===== src/rtl/core/ucad_pkg.sv =====
// ----------------------------------------------------------------------------
// ucad_pkg
// Shared constants and helpers for the unsigned-to-ASCII digit converter.
// ----------------------------------------------------------------------------
package ucad_pkg;

    // Width of the number that is converted.
    localparam int VALUE_BITS = 32;

    // Decimal digits of the widest value: floor(n * log10(2)) + 1.
    localparam int DEC_DIGITS = ((VALUE_BITS * 1233) >> 12) + 1;

    // Hexadecimal digits of the widest value.
    localparam int HEX_DIGITS = (VALUE_BITS + 3) / 4;

    // Digit slots in the conversion register.
    localparam int NUM_DIGITS = (DEC_DIGITS > HEX_DIGITS) ? DEC_DIGITS : HEX_DIGITS;
    localparam int DIGIT_REG_W = NUM_DIGITS * 4;

    // Counter widths.
    localparam int BIT_CNT_W   = $clog2(VALUE_BITS + 1);
    localparam int DIGIT_CNT_W = $clog2(NUM_DIGITS + 1);

    // Radix select codes.
    localparam logic MODE_DEC = 1'b0;
    localparam logic MODE_HEX = 1'b1;

    // ASCII codes of the digit characters.
    localparam logic [6:0] ASCII_ZERO   = 7'h30;
    localparam logic [6:0] ASCII_A_BASE = 7'h37;

    // Map one digit (0 to 15) to its upper-case ASCII character.
    function automatic logic [6:0] digit_to_ascii(input logic [3:0] digit);
        logic [6:0] base;
        base = (digit < 4'd10) ? ASCII_ZERO : ASCII_A_BASE;
        return base + {3'b000, digit};
    endfunction

endpackage : ucad_pkg


===== src/rtl/core/unsigned_to_ascii_digits_core.sv =====
// ----------------------------------------------------------------------------
// unsigned_to_ascii_digits_core
// Converts an unsigned number to ASCII decimal or upper-case hexadecimal
// characters, most significant first, without leading zeros.
// ----------------------------------------------------------------------------
//
//   Channel | Direction | Handshake          | Payload
//   --------+-----------+--------------------+---------------------------
//   input   | in        | i_valid / o_stall  | i_value, i_mode
//   output  | out       | o_valid / i_stall  | o_ascii_char, o_last
//
// Each item is loaded in S_IDLE, converted bit-serially in S_CONV, one step
// per value bit, and sent in S_EMIT, one step per digit slot, which waits
// while the output is stalled. Decimal conversion is shift-and-add-3.
// Leading zero digits are dropped during the digit cycles without a beat.
// Reset is synchronous and active low; it clears the state machine and the
// output valid. A new item is accepted once the last character has been
// placed in the output register, even while that beat still waits.
//
module unsigned_to_ascii_digits_core (
    input  logic                            i_clk,
    input  logic                            i_rst_n,
    input  logic                            i_valid,
    output logic                            o_stall,
    input  logic [ucad_pkg::VALUE_BITS-1:0] i_value,
    input  logic                            i_mode,
    output logic                            o_valid,
    input  logic                            i_stall,
    output logic [6:0]                      o_ascii_char,
    output logic                            o_last
);
    import ucad_pkg::*;

    typedef enum logic [2:0] {
        S_IDLE = 3'b001,
        S_CONV = 3'b010,
        S_EMIT = 3'b100
    } t_state;

    t_state                   r_state, n_state;
    logic [VALUE_BITS-1:0]    r_bin, n_bin;
    logic [DIGIT_REG_W-1:0]   r_dig, n_dig;
    logic                     r_mode, n_mode;
    logic [BIT_CNT_W-1:0]     r_bcnt, n_bcnt;
    logic [DIGIT_CNT_W-1:0]   r_dcnt, n_dcnt;
    logic                     r_seen, n_seen;
    logic                     r_valid, n_valid;
    logic [6:0]               r_char, n_char;
    logic                     r_last, n_last;

    logic [DIGIT_REG_W-1:0]   adj_dig;
    logic [3:0]               top_dig;
    logic                     out_free;
    logic                     skip;

    // Add 3 to every decimal digit of 5 or more before the shift.
    always_comb begin
        for (int i = 0; i < NUM_DIGITS; i++) begin
            if (r_mode == MODE_DEC && r_dig[i*4 +: 4] >= 4'd5) begin
                adj_dig[i*4 +: 4] = r_dig[i*4 +: 4] + 4'd3;
            end else begin
                adj_dig[i*4 +: 4] = r_dig[i*4 +: 4];
            end
        end
    end

    // Digit under the emit pointer and leading-zero skip.
    assign top_dig  = r_dig[DIGIT_REG_W-1 -: 4];
    assign out_free = !r_valid || !i_stall;
    assign skip     = (top_dig == 4'd0) && !r_seen && (r_dcnt != DIGIT_CNT_W'(1));

    // Next-state logic.
    always_comb begin
        n_state = r_state;
        n_bin   = r_bin;
        n_dig   = r_dig;
        n_mode  = r_mode;
        n_bcnt  = r_bcnt;
        n_dcnt  = r_dcnt;
        n_seen  = r_seen;
        n_valid = r_valid && i_stall;
        n_char  = r_char;
        n_last  = r_last;
        case (r_state)
            S_IDLE: begin
                if (i_valid) begin
                    n_bin   = i_value;
                    n_dig   = '0;
                    n_mode  = i_mode;
                    n_bcnt  = BIT_CNT_W'(VALUE_BITS);
                    n_state = S_CONV;
                end
            end
            S_CONV: begin
                n_dig  = {adj_dig[DIGIT_REG_W-2:0], r_bin[VALUE_BITS-1]};
                n_bin  = {r_bin[VALUE_BITS-2:0], 1'b0};
                n_bcnt = r_bcnt - BIT_CNT_W'(1);
                if (r_bcnt == BIT_CNT_W'(1)) begin
                    n_dcnt  = DIGIT_CNT_W'(NUM_DIGITS);
                    n_seen  = 1'b0;
                    n_state = S_EMIT;
                end
            end
            S_EMIT: begin
                if (out_free) begin
                    n_dig  = {r_dig[DIGIT_REG_W-5:0], 4'b0000};
                    n_dcnt = r_dcnt - DIGIT_CNT_W'(1);
                    if (!skip) begin
                        n_valid = 1'b1;
                        n_char  = digit_to_ascii(top_dig);
                        n_last  = (r_dcnt == DIGIT_CNT_W'(1));
                        n_seen  = 1'b1;
                    end
                    if (r_dcnt == DIGIT_CNT_W'(1)) begin
                        n_state = S_IDLE;
                    end
                end
            end
            default: begin
                n_state = S_IDLE;
            end
        endcase
    end

    // Control registers.
    always_ff @(posedge i_clk) begin
        if (!i_rst_n) begin
            r_state <= S_IDLE;
            r_valid <= 1'b0;
        end else begin
            r_state <= n_state;
            r_valid <= n_valid;
        end
    end

    // Datapath registers.
    always_ff @(posedge i_clk) begin
        r_bin  <= n_bin;
        r_dig  <= n_dig;
        r_mode <= n_mode;
        r_bcnt <= n_bcnt;
        r_dcnt <= n_dcnt;
        r_seen <= n_seen;
        r_char <= n_char;
        r_last <= n_last;
    end

    assign o_stall      = (r_state != S_IDLE);
    assign o_valid      = r_valid;
    assign o_ascii_char = r_char;
    assign o_last       = r_last;

    // An accepted item always starts the bit-serial conversion.
    a_accept_conv: assert property (@(posedge i_clk) disable iff (!i_rst_n)
        (i_valid && !o_stall) |=> (r_state == S_CONV))
        else $error("accepted beat did not start conversion");

    // Every output character is a legal digit.
    a_char_range: assert property (@(posedge i_clk) disable iff (!i_rst_n)
        o_valid |-> ((o_ascii_char >= 7'h30 && o_ascii_char <= 7'h39) ||
                     (o_ascii_char >= 7'h41 && o_ascii_char <= 7'h46)))
        else $error("output character is not a digit");

    // A character is loaded only once the previous beat has left.
    a_no_overwrite: assert property (@(posedge i_clk) disable iff (!i_rst_n)
        (o_valid && i_stall) |=> (o_valid && $stable(o_ascii_char) && $stable(o_last)))
        else $error("stalled output beat was overwritten");

endmodule : unsigned_to_ascii_digits_core


===== config.mk =====
export PLATFORM = sky130hd
export DESIGN_NAME = unsigned_to_ascii_digits_core
export DESIGN_NICKNAME = d
export VERILOG_FILES = /design/src/rtl/core/ucad_pkg.sv /design/src/rtl/core/unsigned_to_ascii_digits_core.sv
export SDC_FILE = /design/constraint.sdc
export NUM_CORES = 1
export LEC_CHECK = 0
export BUFFER_PORTS_ARGS = -buffer_cell sky130_fd_sc_hd__buf_2
export CAP_MARGIN = 10
export CORE_MARGIN = 3
export CORE_UTILIZATION = 48
export DETAILED_ROUTE_END_ITERATION = 6
export GPL_ROUTABILITY_DRIVEN = 0
export PLACE_DENSITY = 0.74
export SLEW_MARGIN = 0
export SYNTH_ARGS = -nofsm -noshare
export SYNTH_HDL_FRONTEND = slang
export SYNTH_SLANG_ARGS = --single-unit

===== constraint.sdc =====
create_clock -name i_clk -period 5.75 [get_ports i_clk]
set_clock_uncertainty 0.15 [all_clocks]
set_input_delay 0.2875 -clock i_clk [delete_from_list [all_inputs] [get_ports i_clk]]
set_output_delay 0.2875 -clock i_clk [all_outputs]
set_load 0.05 [all_outputs]

==> results.md, run 1 <==
- Main synth FF type: edfxtp_1
- Final worst path period need: 2860 ps
- Number of iterations in the first detailed-routing pass: 5
- Post-CTS Setup Repair Bufs: 0
- RSZ-0062 raised after global routing: false
- Crit Path Max Fanout: 53
- Yosys warns: 0
- Synth Area in Compound Gates: 12.3%
- CP max stage delay: 850 ps
- Clk sink count: 96
- Final nets: 598
- Crit path buf inv count: 1
- Largest net degree at the start of global routing: 62
- Num CTS Buffers: 9
- Status: complete, no violations
- Vias in the first global route: 3414
- Die area: 0.0121 sq mm
- Share of layout cells above drive strength 1: 13.9%
- Critical path launch point type: flop
- Setup ws final: 2890 ps
- Final count of hold timing violations: 0
- Syn Inst Count: 493
- Worst hold slack: 23.6 ps
- Via density per instance: 5.38
- Slew margin rel.: 21.3%
- Drt wl/cell: 14.0 um
- Hpwl dp: 6.09 mm
- Crit path arrival time: 2710 ps
- Area share of the largest cell type after synthesis: 53.1%
- Post-synth top area cell: edfxtp_1
- Placed insts: 655
- Setup TNS: 0 ps
- Input/output buffers: 46
- Synth Area in XOR/XNOR: 2.53%
- Flop pwr share: 55.6%
- Cell Pwr Density: 284 mW/mm^2
- Post-synth EDFFs: 92
- First-pass GRT wire length: 15.3 mm
- DRC Markers: 0
- Final slew viol count: 0
- Synth Area in Adders: 6.74%
- FF+latch area: 0.00284 sq mm
- Largest delay share family, worst path: simple AND/OR/NAND/NOR gates
- Syn Std Cell Area: 0.00520 sq mm
- LEAKAGE: 2.29 nW
- Worst-path clk slew: 110 ps
- Via count: 3628
- DRT Wirelength: 9.46 mm
- Gr ovfl total: 0
- Asr flop ratio synth: 0%
- H-tree depth: 3
- Combinational power share: 18.2%
- Clk Latency, worst-skew pair: 370 ps
- Psw: 0.487 mW
- Slowest cell on the critical path: nor2_4
- Mux cell area share after synthesis: 3.46%
- Final non-filler cell total: 674
- CP required: 5600 ps
- Number of diodes: 0
- Hold Path Class: in2reg
- Largest cells by area after synthesis: edfxtp_1, nand2_1, ha_1
- Simple-gate area share of the yosys netlist: 15.6%
- Setup CP Type: reg2reg
- Sequential-to-total area share from yosys stat: 54.7%
- Die Span Y: 110 um
- I/O Pins: 47
- Final core occ: 55.2%
- Worst IR Drop VDD: 0.140 mV
- Synth Net Count: 558
- Largest family of logic cells by synthesized area: simple AND/OR/NAND/NOR gates
- Most frequent cells in the layout: nand2_1, edfxtp_1, buf_2, inv_1, ha_1
- Mean Syn Cell Area: 10.5 sq um
- Nature of the critical path endpoint: flop
- Fmax: 0.350 GHz
- #FFs+latches synth: 96
- Filler instances: 891
- Synth-to-Final Area Change: 10.6%
- Die Wd: 110 um
- Sequence of cells on the critical path: nand2b_4 -> nor2_4 -> nor2_1 -> a21oi_4 -> buf_4
- Worst-margin pin slew: 1180 ps
- Clk buf depth: 2
- Root Buffer: clkbuf_8
- Final setup viols: 0
- Routed Antenna Nets: 0
- Rows: 37
- Total core area: 0.0104 sq mm
- DRT iter0 DRCs: 173
- Synth cell types: 47
- Max cap viols: 0
- Footprint of the multi-input gates: 0.00213 sq mm
- GRT Total Usage: 16.0%
- Design Power: 1.63 mW
- Place WS: 2890 ps
- Most common cell after layout, fill and taps aside: nand2_1
- Post-route cell area: 0.00575 sq mm
- Switch share: 29.8%
- Clock share of power: 26.1%
- Starting density of the core: 49.9%
- Period utilisation layout: 49.7%
- Internal power: 1.15 mW
- Antenna violations before repair: 0
- Placed Area: 0.00552 sq mm
- CTS tree: built
[cells by family (layout without fill, tap and decap cells)]
group / after synthesis / after routing
DFF: 96 / 96
xor gates and xnor gates: 15 / 15
AOI/OAI and AO/OA: 102 / 102
muxes: 18 / 18
buffers and inverters: 57 / 102
adders and majority gates: 28 / 28
and+or+nand+nor: 177 / 177
[worst min-delay path: cells and delay by family]
| kind | cells | cell delay, ps |
|---|---|---|
| simple gates | 2 | 90 |
| buf+inv | 1 | 70 |
[per-layer routing]
layer	up-vias	track usage, %	share of wire (%)
met3	6	3.49	4.5
met4	0	5.34	0.72
li1	1817	-	-
met2	95	26.8	48
met1	1710	20.5	47
met5	-	0	0
[sequential cells by signal, summed over array words and instances, names as in the netlist]
name	count
r_seen	1
o_ascii_char	7
r_bin	32
r_dig	40
r_state	3
r_dcnt	4
o_last	1
o_valid	1
r_bcnt	6
r_mode	1
[area by class of cell]
class | count | share of cell area [%]
Clock inverter | 7 | 1.07
Tap cell | 136 | 2.96
Multi-Input combinational cell | 340 | 37.1
Timing Repair Buffer | 50 | 4.96
Clock buffer | 9 | 2.15
Sequential cell | 96 | 49.4
Inverter | 36 | 2.35
[power groups by stage]
| stage | clock [mW] | combinational [mW] | sequential [mW] |
|---|---|---|---|
| after floorplan | 0 | 0.230 | 0.909 |
| after global placement | 0 | 0.276 | 0.923 |
| after detailed placement | 0 | 0.288 | 0.927 |
| after CTS | 0.438 | 0.292 | 0.911 |
| after global routing | 0.466 | 0.335 | 0.918 |
| final | 0.427 | 0.297 | 0.908 |
[path summary, 6_finish.rpt]
| kind | from | to | slack, ps | cells past startpoint |
|---|---|---|---|---|
| worst min-delay path | i_value[11] | r_bin[11] | 20 | 3 |
| worst min register to register | r_bin[10] | r_bin[11] | 370 | 2 |
| worst max register to register | r_state[1] | r_dig[23] | 2890 | 5 |
| worst max-delay path | r_state[1] | r_dig[23] | 2890 | 5 |
[cells in the mapped netlist (2+ instances only)]
cell and instances:
a211oi_1 2, a21o_1 2, a21oi_1 23, a22o_1 11, and2_1 3, and3_1 2, buf_1 2, buf_2 16
clkbuf_1 2, dfxtp_1 4, edfxtp_1 92, ha_1 28, inv_1 35, mux2i_1 18, nand2_1 98, nand2b_1 9
nand3_1 3, nand3b_1 2, nor2_1 26, nor2b_1 10, nor3_1 3, nor3b_1 2, nor4_1 5, o21a_1 7
o21ai_0 26, o22ai_1 25, or3_1 3, or4_1 2, xnor2_1 14
[what timing repair did]
item / in CTS / in global routing
hold buffers: 2 / 0
resized for setup: 0 / 0
endpoints found under the hold margin: 2 / 0
Power figures use the tool's default switching activity.
==> run 2, diff against run 1 <==
--- a/config.mk
+++ b/config.mk
@@ -5,13 +5,14 @@
 export SDC_FILE = /design/constraint.sdc
 export NUM_CORES = 1
 export LEC_CHECK = 0
+export ABC_AREA = 1
 export BUFFER_PORTS_ARGS = -buffer_cell sky130_fd_sc_hd__buf_2
 export CAP_MARGIN = 10
 export CORE_MARGIN = 3
 export CORE_UTILIZATION = 48
 export DETAILED_ROUTE_END_ITERATION = 6
 export GPL_ROUTABILITY_DRIVEN = 0
-export PLACE_DENSITY = 0.74
+export PLACE_DENSITY = 0.73
 export SLEW_MARGIN = 0
 export SYNTH_ARGS = -nofsm -noshare
 export SYNTH_HDL_FRONTEND = slang
==> constraint.sdc (replaced) <==
create_clock -name i_clk -period 2.8 [get_ports i_clk]
set_clock_uncertainty 0.15 [all_clocks]
set_input_delay 0.14 -clock i_clk [delete_from_list [all_inputs] [get_ports i_clk]]
set_output_delay 0.14 -clock i_clk [all_outputs]
set_load 0.05 [all_outputs]
==> run 2 against run 1 <==
Global-route usage increased by 2.9 points. Sequential share of layout area decreased by 5.8 points. Fmax increased by 28%. Sequential power increased by 140%. Final cell count increased by 34%. Combinational power increased to 4.9 times the previous value. Clock power increased to 2.7 times the previous value. First-iteration DRC count increased by 10%. Worst hold slack improved by 330 ps. Sequential cell count unchanged. Design area increased by 13%. Power increased to 2.9 times the previous value.
==> results.md, run 2 <==
- Clk buf depth: 2
- Crit Path Max Fanout: 8
- Period utilisation layout: 79.8%
- Worst-path clk slew: 70 ps
- Syn Inst Count: 674
- H-tree depth: 3
- First-pass GRT wire length: 19.5 mm
- Worst IR Drop VDD: 0.354 mV
- End point of the critical path: o_ascii_char[2]
- Max reg flops: 40
- Mean Syn Cell Area: 8.15 sq um
- Critical path launch point type: flop
- WL met2: 5.69 mm
- Main synth FF type: edfxtp_1
- #FFs+latches synth: 96
- Final non-filler cell total: 900
- Synth-to-Final Area Change: 18.6%
- Area share of the largest cell type after synthesis: 50.3%
- Synth cell types: 25
- Setup TNS: 0 ps
- Met3 Routed Length: 535 um
- Slew margin rel.: 49.6%
- Total core area: 0.0110 sq mm
- Sequence of cells on the critical path: inv_1 -> ha_1 -> nor3b_1 -> o21ai_1 -> nor2_1
- Die Wd: 113 um
- Metal-1 WL: 5.01 mm
- Cell Pwr Density: 738 mW/mm^2
- Largest delay share family, worst path: simple AND/OR/NAND/NOR gates
- Final core occ: 59.0%
- Gr ovfl total: 0
- RSZ-0062 raised after global routing: false
- Root Buffer: clkbuf_16
- FF+latch area: 0.00284 sq mm
- Share of layout cells above drive strength 1: 9.47%
- Asr flop ratio synth: 0%
- Rows: 38
- LEAKAGE: 3.13 nW
- Final slew viol count: 0
- DRT Wirelength: 11.4 mm
- Nature of the critical path endpoint: flop
- Sequential-to-total area share from yosys stat: 51.8%
- Most common cell after layout, fill and taps aside: nand2_1
- DRT iter0 DRCs: 191
- Slowest cell on the critical path: nor2_1
- Max cap viols: 0
- Crit. path cell count: 5
- Input/output buffers: 46
- Top-count cell post-synth: nand2_1
- CP max stage delay: 510 ps
- Routed Antenna Nets: 0
- Top flop regs: r_dig: 40 flops, r_bin: 32 flops, o_ascii_char: 7 flops
- Number of iterations in the first detailed-routing pass: 4
- Commonest cells post-synth: nand2_1, edfxtp_1, inv_1, nand3_1, ha_1
- Syn Std Cell Area: 0.00549 sq mm
- Post-CTS Setup Repair Bufs: 0
- Crit path buf inv count: 1
- Num CTS Buffers: 9
- Footprint of the multi-input gates: 0.00231 sq mm
- # hold bufs at CTS: 36
- Drt wl/cell: 12.7 um
- R2R depth: 5
- Top Metal Used: met4
- Final worst path period need: 2240 ps
- Final setup viols: 0
- CP required: 2640 ps
- Largest net degree at the start of global routing: 73
- Setup CP Type: reg2reg
- Final count of hold timing violations: 0
- Antenna violations before repair: 0
- Number of diodes: 0
- Clk sink count: 96
- GRT Total Usage: 18.9%
- CTS tree: built
- Placed insts: 848
- Starting density of the core: 49.8%
- DRC Markers: 0
- Hpwl dp: 7.25 mm
- Final nets: 820
- Hold Path Class: reg2reg
- Post-cts resize count: 0
- Reg2Reg Launch Point: r_dcnt[1]
- Via density per instance: 5.08
- Post-synth EDFFs: 92
- Largest cells by area after synthesis: edfxtp_1, nand2_1, nand3_1
- Clk Latency, worst-skew pair: 350 ps
- R2r setup slk: 560 ps
- RR Endpoint: o_ascii_char[2]
- Crit path arrival time: 2080 ps
- Yosys warns: 0
- Min-Delay Startpoint: o_valid
- Critical path origin: r_dcnt[1]
- Via count: 4575
- Most frequent cells in the layout: nand2_1, edfxtp_1, inv_1, nand3_1, buf_2
- Status: complete, no violations
- Vias in the first global route: 4396
- Die Span Y: 113 um
- I/O Pins: 47
- Fmax: 0.447 GHz
- Die area: 0.0128 sq mm
- Post-synth top area cell: edfxtp_1
- Reg with most FFs: r_dig
- Synth Net Count: 739
- Worst-margin pin slew: 756 ps
- Filler instances: 946
## run 2: worst register-to-register path: cells and delay by family (launching register included)
family | cells | cell delay (ps)
AND/OR/NAND/NOR | 2 | 850
flip-flops | 1 | 400
adder cells (fa/ha/maj) | 1 | 160
AO/OA/AOI/OAI | 1 | 200
buffers and inverters | 1 | 110
## run 2: area by class of cell
| cell class | count | area share (%) |
|---|---|---|
| multi-input combinational | 487 | 35.4 |
| timing repair buffer | 89 | 9.88 |
| clock inverter | 6 | 0.673 |
| sequential | 96 | 43.7 |
| tap | 140 | 2.69 |
| clock buffer | 10 | 3.52 |
| inverter | 72 | 4.15 |
## run 2: worst min-delay path by stage
stage                          to  depth (start not counted)
after floorplan            r_mode                          0
after global placement     r_mode                          1
after detailed placement   r_mode                          1
after CTS                 o_valid                          2
after global routing      o_valid                          2
final                     o_valid                          2
## run 2: logic make-up after synthesis
group	Yosys count	share of synthesized area (%)
compound gates	31	2.96
xor+xnor	11	1.75
fa+ha+maj	28	6.38
buf+inv	91	6.49
flops	96	51.8
simple gates	417	30.6
## run 2: per-stage QoR
stage / worst slack (ps) / area (sq um) / hold WS, ps / power [mW]
floorplan: 215 / 5510 / 88.9 / 3.27
global placement: 772 / 5880 / 175 / 3.54
detailed placement: 590 / 5880 / 169 / 3.63
CTS: 574 / 6510 / 349 / 4.82
global route: 393 / 6510 / 372 / 5.16
finish: 565 / 6510 / 350 / 4.81
## run 2: power breakdown
| group | internal [mW] | switching (mW) |
|---|---|---|
| logic | 0.486 | 0.961 |
| registers | 1.98 | 0.228 |
| clock network | 0.607 | 0.543 |
## run 2: metal layers
metal,vias to the layer above,global-route usage (%)
met5,-,0
met4,0,7.37
met3,18,4.39
met2,116,31.8
met1,2105,23.6
li1,2336,-
